--- src/agr_pkg.sv ---
// Package for the linear gain ramp: constants, controller states, command and status types.
package agr_pkg;

  localparam int SAMPLE_BITS_DEF   = 16;
  localparam int GAIN_FRAC_DEF     = 31;

  localparam int TARGET_BITS       = 17;
  localparam int TARGET_FRAC       = 16;
  localparam logic [TARGET_BITS-1:0] UNITY_TARGET = 17'h10000;

  localparam int RAMP_BITS         = 21;
  localparam logic [RAMP_BITS-1:0] RAMP_RESET = 21'd480;

  typedef enum logic [2:0] {
    S_IDLE,
    S_CHECK,
    S_DIV,
    S_STEP,
    S_WALK,
    S_MUL,
    S_DONE
  } state_t;

  typedef struct packed {
    logic load;
    logic check;
    logic div_step;
    logic step_set;
    logic walk;
    logic mul_step;
    logic out_load;
  } cmd_t;

  typedef struct packed {
    logic changed;
    logic cnt_last;
    logic out_free;
  } status_t;

endpackage

--- src/audio_gain_linear_ramp.sv ---
// Top level of the linear gain ramp: controller plus datapath.
// Each input passes through the check, walk, multiply and output states; on a target change,
// the serial divider (one divider bit per cycle) and the step state run between check and walk.
// A new input is taken only once the last result has been loaded into the output register.
// Reset clears gain, step and last target to zero and ramp_samples to 480.
module audio_gain_linear_ramp #(
  parameter int SAMPLE_BITS = agr_pkg::SAMPLE_BITS_DEF,
  parameter int GAIN_FRACTION_BITS = agr_pkg::GAIN_FRAC_DEF
) (
  input  logic                            clk,
  input  logic                            rst,
  input  logic                            cfg_valid,
  output logic                            cfg_ready,
  input  logic [agr_pkg::RAMP_BITS-1:0]   cfg_data,
  input  logic                            in_valid,
  output logic                            in_stall,
  input  logic signed [SAMPLE_BITS-1:0]   sample_in,
  input  logic [agr_pkg::TARGET_BITS-1:0] target_gain,
  output logic                            out_valid,
  input  logic                            out_stall,
  output logic signed [SAMPLE_BITS-1:0]   sample_out
);

  agr_pkg::cmd_t    cmd;
  agr_pkg::status_t status;

  assign cfg_ready = 1'b1;

  agr_ctrl u_ctrl (
    .clk      (clk),
    .rst      (rst),
    .in_valid (in_valid),
    .in_stall (in_stall),
    .status   (status),
    .cmd      (cmd)
  );

  agr_datapath #(
    .SAMPLE_BITS        (SAMPLE_BITS),
    .GAIN_FRACTION_BITS (GAIN_FRACTION_BITS)
  ) u_dp (
    .clk         (clk),
    .rst         (rst),
    .cfg_we      (cfg_valid && cfg_ready),
    .cfg_data    (cfg_data),
    .sample_in   (sample_in),
    .target_gain (target_gain),
    .cmd         (cmd),
    .status      (status),
    .out_valid   (out_valid),
    .out_stall   (out_stall),
    .sample_out  (sample_out)
  );

endmodule

--- src/agr_ctrl.sv ---
// Controller state machine sequencing check, divide, step, walk, multiply and output.
module agr_ctrl (
  input  logic             clk,
  input  logic             rst,
  input  logic             in_valid,
  output logic             in_stall,
  input  agr_pkg::status_t status,
  output agr_pkg::cmd_t    cmd
);

  agr_pkg::state_t state, state_next;

  always_ff @(posedge clk) begin
    if (rst) begin
      state <= agr_pkg::S_IDLE;
    end else begin
      state <= state_next;
    end
  end

  always_comb begin
    state_next = state;
    case (state)
      agr_pkg::S_IDLE: begin
        if (in_valid) state_next = agr_pkg::S_CHECK;
      end
      agr_pkg::S_CHECK: begin
        state_next = status.changed ? agr_pkg::S_DIV : agr_pkg::S_WALK;
      end
      agr_pkg::S_DIV: begin
        if (status.cnt_last) state_next = agr_pkg::S_STEP;
      end
      agr_pkg::S_STEP: begin
        state_next = agr_pkg::S_WALK;
      end
      agr_pkg::S_WALK: begin
        state_next = agr_pkg::S_MUL;
      end
      agr_pkg::S_MUL: begin
        if (status.cnt_last) state_next = agr_pkg::S_DONE;
      end
      agr_pkg::S_DONE: begin
        if (status.out_free) state_next = agr_pkg::S_IDLE;
      end
      default: begin
        state_next = agr_pkg::S_IDLE;
      end
    endcase
  end

  always_comb begin
    cmd          = '0;
    in_stall     = (state != agr_pkg::S_IDLE);
    cmd.load     = (state == agr_pkg::S_IDLE) && in_valid;
    cmd.check    = (state == agr_pkg::S_CHECK);
    cmd.div_step = (state == agr_pkg::S_DIV);
    cmd.step_set = (state == agr_pkg::S_STEP);
    cmd.walk     = (state == agr_pkg::S_WALK);
    cmd.mul_step = (state == agr_pkg::S_MUL);
    cmd.out_load = (state == agr_pkg::S_DONE) && status.out_free;
  end

endmodule

--- src/agr_datapath.sv ---
// Datapath: ramp register, gain state, serial divider, shift-add multiplier, output register.
module agr_datapath #(
  parameter int SAMPLE_BITS = agr_pkg::SAMPLE_BITS_DEF,
  parameter int GAIN_FRACTION_BITS = agr_pkg::GAIN_FRAC_DEF
) (
  input  logic                                clk,
  input  logic                                rst,
  input  logic                                cfg_we,
  input  logic [agr_pkg::RAMP_BITS-1:0]       cfg_data,
  input  logic signed [SAMPLE_BITS-1:0]       sample_in,
  input  logic [agr_pkg::TARGET_BITS-1:0]     target_gain,
  input  agr_pkg::cmd_t                       cmd,
  output agr_pkg::status_t                    status,
  output logic                                out_valid,
  input  logic                                out_stall,
  output logic signed [SAMPLE_BITS-1:0]       sample_out
);

  localparam int GW   = GAIN_FRACTION_BITS + 1;
  localparam int RW   = agr_pkg::RAMP_BITS + 1;
  localparam int PW   = SAMPLE_BITS + GW;
  localparam int CMAX = (GW > SAMPLE_BITS) ? GW : SAMPLE_BITS;
  localparam int CW   = $clog2(CMAX + 1);
  localparam int TSH  = GAIN_FRACTION_BITS - agr_pkg::TARGET_FRAC;

  logic [agr_pkg::RAMP_BITS-1:0]   ramp_samples;
  logic [agr_pkg::TARGET_BITS-1:0] tq;
  logic [agr_pkg::TARGET_BITS-1:0] last_target;
  logic                            neg;
  logic [SAMPLE_BITS-1:0]          mag;
  logic [SAMPLE_BITS-1:0]          mag_sr;
  logic [GW-1:0]                   current_gain;
  logic [GW-1:0]                   gain_step;
  logic [GW-1:0]                   q_sr;
  logic [RW-1:0]                   rem;
  logic                            dist_nz;
  logic [CW-1:0]                   cnt;
  logic [PW-1:0]                   acc;
  logic [PW-1:0]                   mcand;

  logic [GW-1:0]                   tg_new;
  logic [GW-1:0]                   tg_last;
  logic [GW-1:0]                   gain_dist;
  logic [GW-1:0]                   gain_next;
  logic [agr_pkg::RAMP_BITS-1:0]   len;
  logic [RW-1:0]                   rem_sh;
  logic [SAMPLE_BITS-1:0]          q_out;

  assign tg_new    = GW'(tq) << TSH;
  assign tg_last   = GW'(last_target) << TSH;
  assign gain_dist = (tg_new > current_gain) ? (tg_new - current_gain) :
                                               (current_gain - tg_new);
  assign len       = (ramp_samples == '0) ? agr_pkg::RAMP_BITS'(1) : ramp_samples;
  assign rem_sh    = {rem[RW-2:0], q_sr[GW-1]};
  assign q_out     = acc[GAIN_FRACTION_BITS +: SAMPLE_BITS];

  always_comb begin
    gain_next = current_gain;
    if (current_gain < tg_last) begin
      gain_next = ((tg_last - current_gain) > gain_step) ? (current_gain + gain_step) : tg_last;
    end else if (current_gain > tg_last) begin
      gain_next = ((current_gain - tg_last) > gain_step) ? (current_gain - gain_step) : tg_last;
    end
  end

  assign status.changed  = (tq != last_target);
  assign status.cnt_last = (cnt == CW'(1));
  assign status.out_free = !out_valid || !out_stall;

  always_ff @(posedge clk) begin
    if (rst) begin
      ramp_samples <= agr_pkg::RAMP_RESET;
      last_target  <= '0;
      current_gain <= '0;
      gain_step    <= '0;
      out_valid    <= 1'b0;
    end else begin
      if (cfg_we) ramp_samples <= cfg_data;
      if (cmd.check && status.changed) last_target <= tq;
      if (cmd.step_set) begin
        gain_step <= (q_sr == '0 && dist_nz) ? GW'(1) : q_sr;
      end
      if (cmd.walk) current_gain <= gain_next;
      if (cmd.out_load) begin
        out_valid <= 1'b1;
      end else if (!out_stall) begin
        out_valid <= 1'b0;
      end
    end
  end

  always_ff @(posedge clk) begin
    if (cmd.load) begin
      neg <= sample_in[SAMPLE_BITS-1];
      mag <= sample_in[SAMPLE_BITS-1] ? (SAMPLE_BITS'(0) - sample_in) : sample_in;
      tq  <= (target_gain > agr_pkg::UNITY_TARGET) ? agr_pkg::UNITY_TARGET : target_gain;
    end
    if (cmd.check) begin
      q_sr    <= gain_dist;
      dist_nz <= (gain_dist != '0);
      rem     <= '0;
      cnt     <= CW'(GW);
    end
    if (cmd.div_step) begin
      if (rem_sh >= RW'(len)) begin
        rem  <= rem_sh - RW'(len);
        q_sr <= {q_sr[GW-2:0], 1'b1};
      end else begin
        rem  <= rem_sh;
        q_sr <= {q_sr[GW-2:0], 1'b0};
      end
      cnt <= cnt - CW'(1);
    end
    if (cmd.walk) begin
      acc    <= PW'(1) << (GAIN_FRACTION_BITS - 1);
      mcand  <= PW'(gain_next);
      mag_sr <= mag;
      cnt    <= CW'(SAMPLE_BITS);
    end
    if (cmd.mul_step) begin
      if (mag_sr[0]) acc <= acc + mcand;
      mcand  <= mcand << 1;
      mag_sr <= mag_sr >> 1;
      cnt    <= cnt - CW'(1);
    end
    if (cmd.out_load) begin
      sample_out <= neg ? (SAMPLE_BITS'(0) - q_out) : q_out;
    end
  end

endmodule

--- config.mk ---
export PLATFORM = sky130hd
export DESIGN_NAME = audio_gain_linear_ramp
export DESIGN_NICKNAME = d
export VERILOG_FILES = /design/src/agr_pkg.sv /design/src/audio_gain_linear_ramp.sv /design/src/agr_ctrl.sv /design/src/agr_datapath.sv
export SDC_FILE = /design/constraint.sdc
export NUM_CORES = 1
export LEC_CHECK = 0
export BUFFER_PORTS_ARGS = -buffer_cell sky130_fd_sc_hd__buf_2
export CAP_MARGIN = 20
export CORE_MARGIN = 1.5
export CORE_UTILIZATION = 57
export CTS_CLUSTER_SIZE = 12
export DETAILED_ROUTE_END_ITERATION = 8
export GPL_TIMING_DRIVEN = 0
export PLACE_DENSITY = 0.74
export SETUP_SLACK_MARGIN = 0.4
export SYNTH_ARGS = -nofsm -noshare
export SYNTH_HDL_FRONTEND = slang
export SYNTH_SLANG_ARGS = --single-unit
--- constraint.sdc ---
create_clock -name clk -period 12.8 [get_ports clk]
set_input_delay 3.84 -clock clk [delete_from_list [all_inputs] [get_ports clk]]
set_output_delay 3.84 -clock clk [all_outputs]
set_load 0.01 [all_outputs]
After elaboration in Yosys (flattened, before gate mapping)
Index checks and enable logic that the tools add are counted.

word-level totals
  bits in registers = 328
  bits in latches = 0
  RAM bits = 0
  bits in read-only memories = 0
  input port bits = 59
  output and inout port bits = 19
  logic and storage cells = 101
  memories = 0

operators by class
  add/sub/neg operators = 11
  $mul = 0
  divide/modulo/power cells = 0
  order comparisons = 7
  equal/unequal tests = 13
  shifts and indexed selects = 0
  muxes and demuxes = 34
  bitwise gates (word level) = 0
  reduce and logical (&&, ||, !) cells = 16

operators by type and width
  cell                                                                   number
  32-bit two-way mux                                                     8
  48-bit two-way mux                                                     5
  32-bit subtractor                                                      5
  32-bit greater-than comparator                                         4
  21-bit two-way mux                                                     4
  48-bit adder                                                           1
  15-bit two-way mux                                                     3
  32-bit adder                                                           1
  32-bit logical NOT                                                     1
  32-bit < comparator                                                    1
  32-bit nonzero test                                                    1
  1-bit by 16-bit subtractor with 16-bit output, first input constant    2
  6-bit two-way mux                                                      4
  22-bit by 21-bit greater-or-equal comparator with 1-bit output         1
  21-bit logical NOT                                                     1
  3-bit one-hot mux with 7 select lines                                  1
  21-bit subtractor                                                      1
  17-bit greater-than comparator, second input constant                  1
  17-bit != test                                                         1
  16-bit two-way mux                                                     1
  3-bit two-way mux                                                      5
  3-bit equality test, second input constant                             3
  2-bit by 1-bit != test with 1-bit output, second input constant        4
  3-bit by 2-bit equality test with 1-bit output, second input constant  2
  13 further kinds                                                       20

Depth between registers and ports, before layout
  depth in word-level cells = 7
  mapped depth = 29
  depth with buffers taken out = 27

Cells and area by module
A second synthesis with hierarchy kept.

unflattened totals
  cells, all modules = 2918
  area total of the unflattened synthesis = 25334.3 µm²

by module, submodules not included
  module                  instances  cells an instance  area an instance (µm²)  sequential area each (µm²)
  agr_datapath            1          2883               25070.3                 8177.8
  agr_ctrl                1          33                 252.7                   60.1
  audio_gain_linear_ramp  1          2                  11.3                    0.0

Worst setup path after synthesis
OpenSTA, ideal clock, no wires.

  path type = input port to flip-flop
  start point = input in_valid
  end point = register u_dp.mag[0] (enable)
  library setup time = 425 ps
  data arrival time = 5308 ps
  required time = 12375 ps
  path slack = 7066 ps
  stages on the path = 2
  path buffers = 0
  cell sequence = inv_1 nor2_1

RTL lines
  item                    line                          RTL
  start: declaration      audio_gain_linear_ramp.sv:15  input logic in_valid,
  end signal: assignment  agr_datapath.sv:95            mag <= sample_in[SAMPLE_BITS-1] ? (SAMPLE_BITS'(0) - sample_in) : sample_in;
  end: declaration        agr_datapath.sv:30            logic [SAMPLE_BITS-1:0] mag;

Final worst setup path
  start point = register u_dp.current_gain[17]
  end point = register u_dp.mcand[28], data pin

on the way
  longest elaborated chain between the ends = 7
  elaborated cells between the ends (all ways) = 14
  classes of those cells = 4 x add/sub; 4 x order compare; 6 x mux

ends and longest elaborated chain
  item                            line                 RTL
  start: declaration              agr_datapath.sv:32   logic [GW-1:0] current_gain;
  start signal: assignment        agr_datapath.sv:83   if (cmd.walk) current_gain <= gain_next;
  32-bit subtractor               agr_datapath.sv:62   gain_next = ((current_gain - tg_last) > gain_step) ? (current_gain - gain_step) : tg_last;
  32-bit greater-than comparator  agr_datapath.sv:62
  32-bit two-way mux              agr_datapath.sv:62
  32-bit two-way mux              agr_datapath.sv:61   end else if (current_gain > tg_last) begin
  32-bit two-way mux *            agr_datapath.sv:59   if (current_gain < tg_last) begin
  48-bit two-way mux *            agr_datapath.sv:114  if (cmd.walk) begin
  48-bit two-way mux *            agr_datapath.sv:120  if (cmd.mul_step) begin
  end signal: assignment          agr_datapath.sv:116  mcand <= PW'(gain_next);
  end signal: assignment          agr_datapath.sv:122  mcand <= mcand << 1;
  end: declaration                agr_datapath.sv:39   logic [PW-1:0] mcand;

Mark *: on every way between the ends. The rest lies on a longest branch, timed or not. The select of a mux whose other input is x is not followed.
A chain may end at the register's enable or synchronous reset.

==> results.py <==
metrics = {
    "clock_network": {
        "htree_num_levels": 2,
        "clkTransAtPathRegs_ns": 0.06,
        "clk-insertion-delay-late_ns": 0.58,
        "post_cts_hold_buffer_count": 0,
        "cts-buffers-inserted": 41,
        "cts.repair.resized": 0,
        "clock_tree.buffer_depth": 3,
        "cts.root.buffer_cell": "clkbuf_16",
        "clock_sinks": 326,
        "post-cts-setup-buffer-count": 0,
        "cts_tree": "done",
    },
    "pwr": {
        "max-vdd-ir-drop_uv": 122,
        "leakage_nw": 11.2,
        "report.power.total_w": 0.00387,
        "power_density_nw_per_um2": 142,
    },
    "setup_path": {
        "worst_path_most_repeated_cell": "a21oi_1",
        "crit_path_start": "u_dp.current_gain[17]",
        "crit_path_top_delay_cell": "o311ai_0",
        "crit_path_start_kind": "flip-flop",
        "cp.buffers_inverters": 4,
        "delay_of_the_slowest_cell_on_the_worst_path_ns": 1.02,
        "worst-r2r-setup-slack_ns": 4.38,
        "setup.worst_path.class": "reg2reg",
        "critical-path-top-delay-family": "compound AO/OA/AOI/OAI gates",
        "critPathRequiredTime_ns": 13.07,
        "crit_arrival_ns": 8.70,
        "endpoint_kind": "flip-flop",
        "critical_path_peak_fanout": 10,
        "worstReg2RegStart": "u_dp.current_gain[17]",
    },
    "drt": {
        "detail_route.wirelength_um": 80800,
        "detail-route-antenna-nets": 0,
        "post-route-drc-count": 0,
        "routed-via-count": 23000,
        "drtPass1Iterations": 6,
        "detail_route.wl_per_cell_um": 21.8,
        "viasPerCell": 6.20,
        "initialDrtViolationCount": 1926,
    },
    "sta": {
        "timing.final.max_slew_violations": 0,
        "worst-slew-pin-transition_ns": 1.02,
        "finalHoldViolations": 0,
        "post-route-period-util": 0.658,
        "setup_viol": 0,
        "final.setup.tns_ns": 0,
        "clock_period_minus_worst_slack_ns": 8.42,
        "fin_worst_skew_ns": 0.0187,
        "rsz0062_at_grt": "no",
        "final_critical_path_setup_slack_ns": 4.38,
        "maxClockFrequency_mhz": 119,
        "timing.slew.headroom": 0.312,
    },
    "floorplan": {
        "placement_rows": 76,
        "ios": 78,
        "initial_core_util": 0.576,
        "floorplan.die_area_um2": 44800,
        "coreArea_um2": 43100,
        "dieWidth_um": 212,
        "die_y_um": 212,
    },
    "synthesis": {
        "post_synth_most_frequent_cells": "a21oi_1, nor2_1, nand2_1",
        "synthCells": 2969,
        "yosysMostFrequentCell": "a21oi_1",
        "yosys-mux-area-fraction": 0.0173,
        "synth_edf_count": 171,
        "synthDistinctLibCells": 86,
        "synth_nets": 3281,
        "postSynthRegisterBits": 326,
        "post_synth_xor_area_fraction": 0.0695,
        "yosysTopAreaCellShare": 0.207,
        "most_area_hungry_cell_type_in_the_yosys_netlist": "edfxtp_1",
        "synth_async_sr_flop_share": 0,
        "post_synth_main_area_contributors": "edfxtp_1, dfxtp_1, ha_1",
        "synthAdderAreaFrac": 0.129,
        "combinational_family_with_the_most_area_after_synthesis": "compound AO/OA/AOI/OAI gates",
        "yosysWarnings": 0,
        "synth-compound-area-share": 0.226,
        "synthSimpleGateAreaFrac": 0.176,
        "synth_area_per_cell_um2": 8.36,
        "postSynth.topFlopCell": "edfxtp_1",
        "synthesis.area_um2": 24800,
        "seq_total_area_yosys": 0.332,
    },
    "global_routing": {
        "grt_first_pass_wirelength_um": 124000,
        "grt_start_max_net_pins": 71,
        "number_of_antenna_violations_at_the_first_check_in_global_routing": 1,
        "global_route.usage.total": 0.360,
        "grt_pass1_vias": 22100,
        "global_route.overflow_total": 0,
    },
    "place": {
        "detailedPlace.worstSlack_ns": 4.71,
        "hpwlAfterDp_um": 64100,
        "gp_congestion": 0.980,
        "port_buffers": 75,
        "placement.cell_area_um2": 26000,
    },
    "final_layout": {
        "final_area_um2": 27300,
        "num-nets-final": 3403,
        "antenna_cells_inserted": 0,
        "drive_gt1_frac": 0.0602,
        "syn_to_final_growth_pct": 9.90,
    },
    "hold_path": {
        "hold_path_startpoint": "u_dp.mag_sr[15]",
        "worst_hold_path_type": "reg2reg",
    },
    "job": {
        "drv_cap": 0,
    },
    "run_status": {
        "result_of_the_run": "completed",
    },
}
stage by stage:
stage | instances | utilization | hold slack (ns)
2_1_floorplan | 2969 | - | 0.410
3_3_place_gp | 3629 | 0.602 | 0.428
3_5_place_dp | 3633 | 0.604 | 0.446
4_1_cts | 3708 | 0.634 | 0.454
5_1_grt | 3708 | 0.634 | 0.491
6_report | 3708 | 0.634 | 0.452
final cells by class:
type                       instances  area [um^2]
fill                            3783        15800
multi-input combinational       2311        15300
sequential                       326         8240
clock buffer                      56         1150
tap                              585          732
inverter                         183          687
buffer                           149          576
timing repair buffer              79          430
clock inverter                    19          128
tightest hold or removal path, cell delays in order (launching register included):
cell     delay (ns)
dfxtp_1        0.31
nand2_1        0.06
nand2_1        0.04
cells by family after synthesis:
logic type,count (synthesis)
AOI/OAI and AO/OA,901
xor gates and xnor gates,197
adders and majority gates,253
buffers and inverters,332
DFF,326
muxes,41
other,1
and+or+nand+nor,918
report_power, final:
| group | total [W] | internal, W | leakage, nW | switching, W |
|---|---|---|---|---|
| Sequential | 0.00126 | 0.00119 | 2.87 | 0.0000701 |
| Clock | 0.00113 | 0.000652 | 0.632 | 0.000483 |
| Combinational | 0.00147 | 0.000521 | 7.72 | 0.000948 |
| Total | 0.00387 | 0.00237 | 11.2 | 0.00150 |
sequential cells by signal, indices dropped and copies added, names as in the netlist, 17 cells and up:
name               flops
u_dp.current_gain     32
u_dp.acc              47
u_dp.q_sr             32
u_dp.ramp_samples     21
u_dp.rem              21
u_dp.tq               17
u_dp.gain_step        32
u_dp.mcand            47
u_dp.last_target      17
worst paths after layout:
check                           depth (start not counted)               to
worst max register to register                         25   u_dp.mcand[28]
worst min register to register                          2  u_dp.mag_sr[15]
worst min-delay path                                    2  u_dp.mag_sr[15]
worst max-delay path                                   25   u_dp.mcand[28]
routing by layer:
metal,wire (um),share of wire,track usage,up-vias
li1,-,-,-,11000
met1,33400,0.41,0.455,10900
met2,37600,0.47,0.604,898
met3,5780,0.071,0.0476,196
met4,4070,0.050,0.176,0
met5,0,0,0,-
placed cells by master (no fill, tap or decap), types with 43 or more instances in the layout:
master     count
clkbuf_16     43
ha_1         247
clkbuf_1     147
buf_2         76
nor2b_1       43
nor2_1       280
xor2_1        47
a21o_1        81
nand2_1      254
dfxtp_1      155
o21ai_0      232
inv_1        183
edfxtp_1     171
xnor2_1      150
a21oi_1      287
nand3_1       93
(Power assumes the default switching activity.)
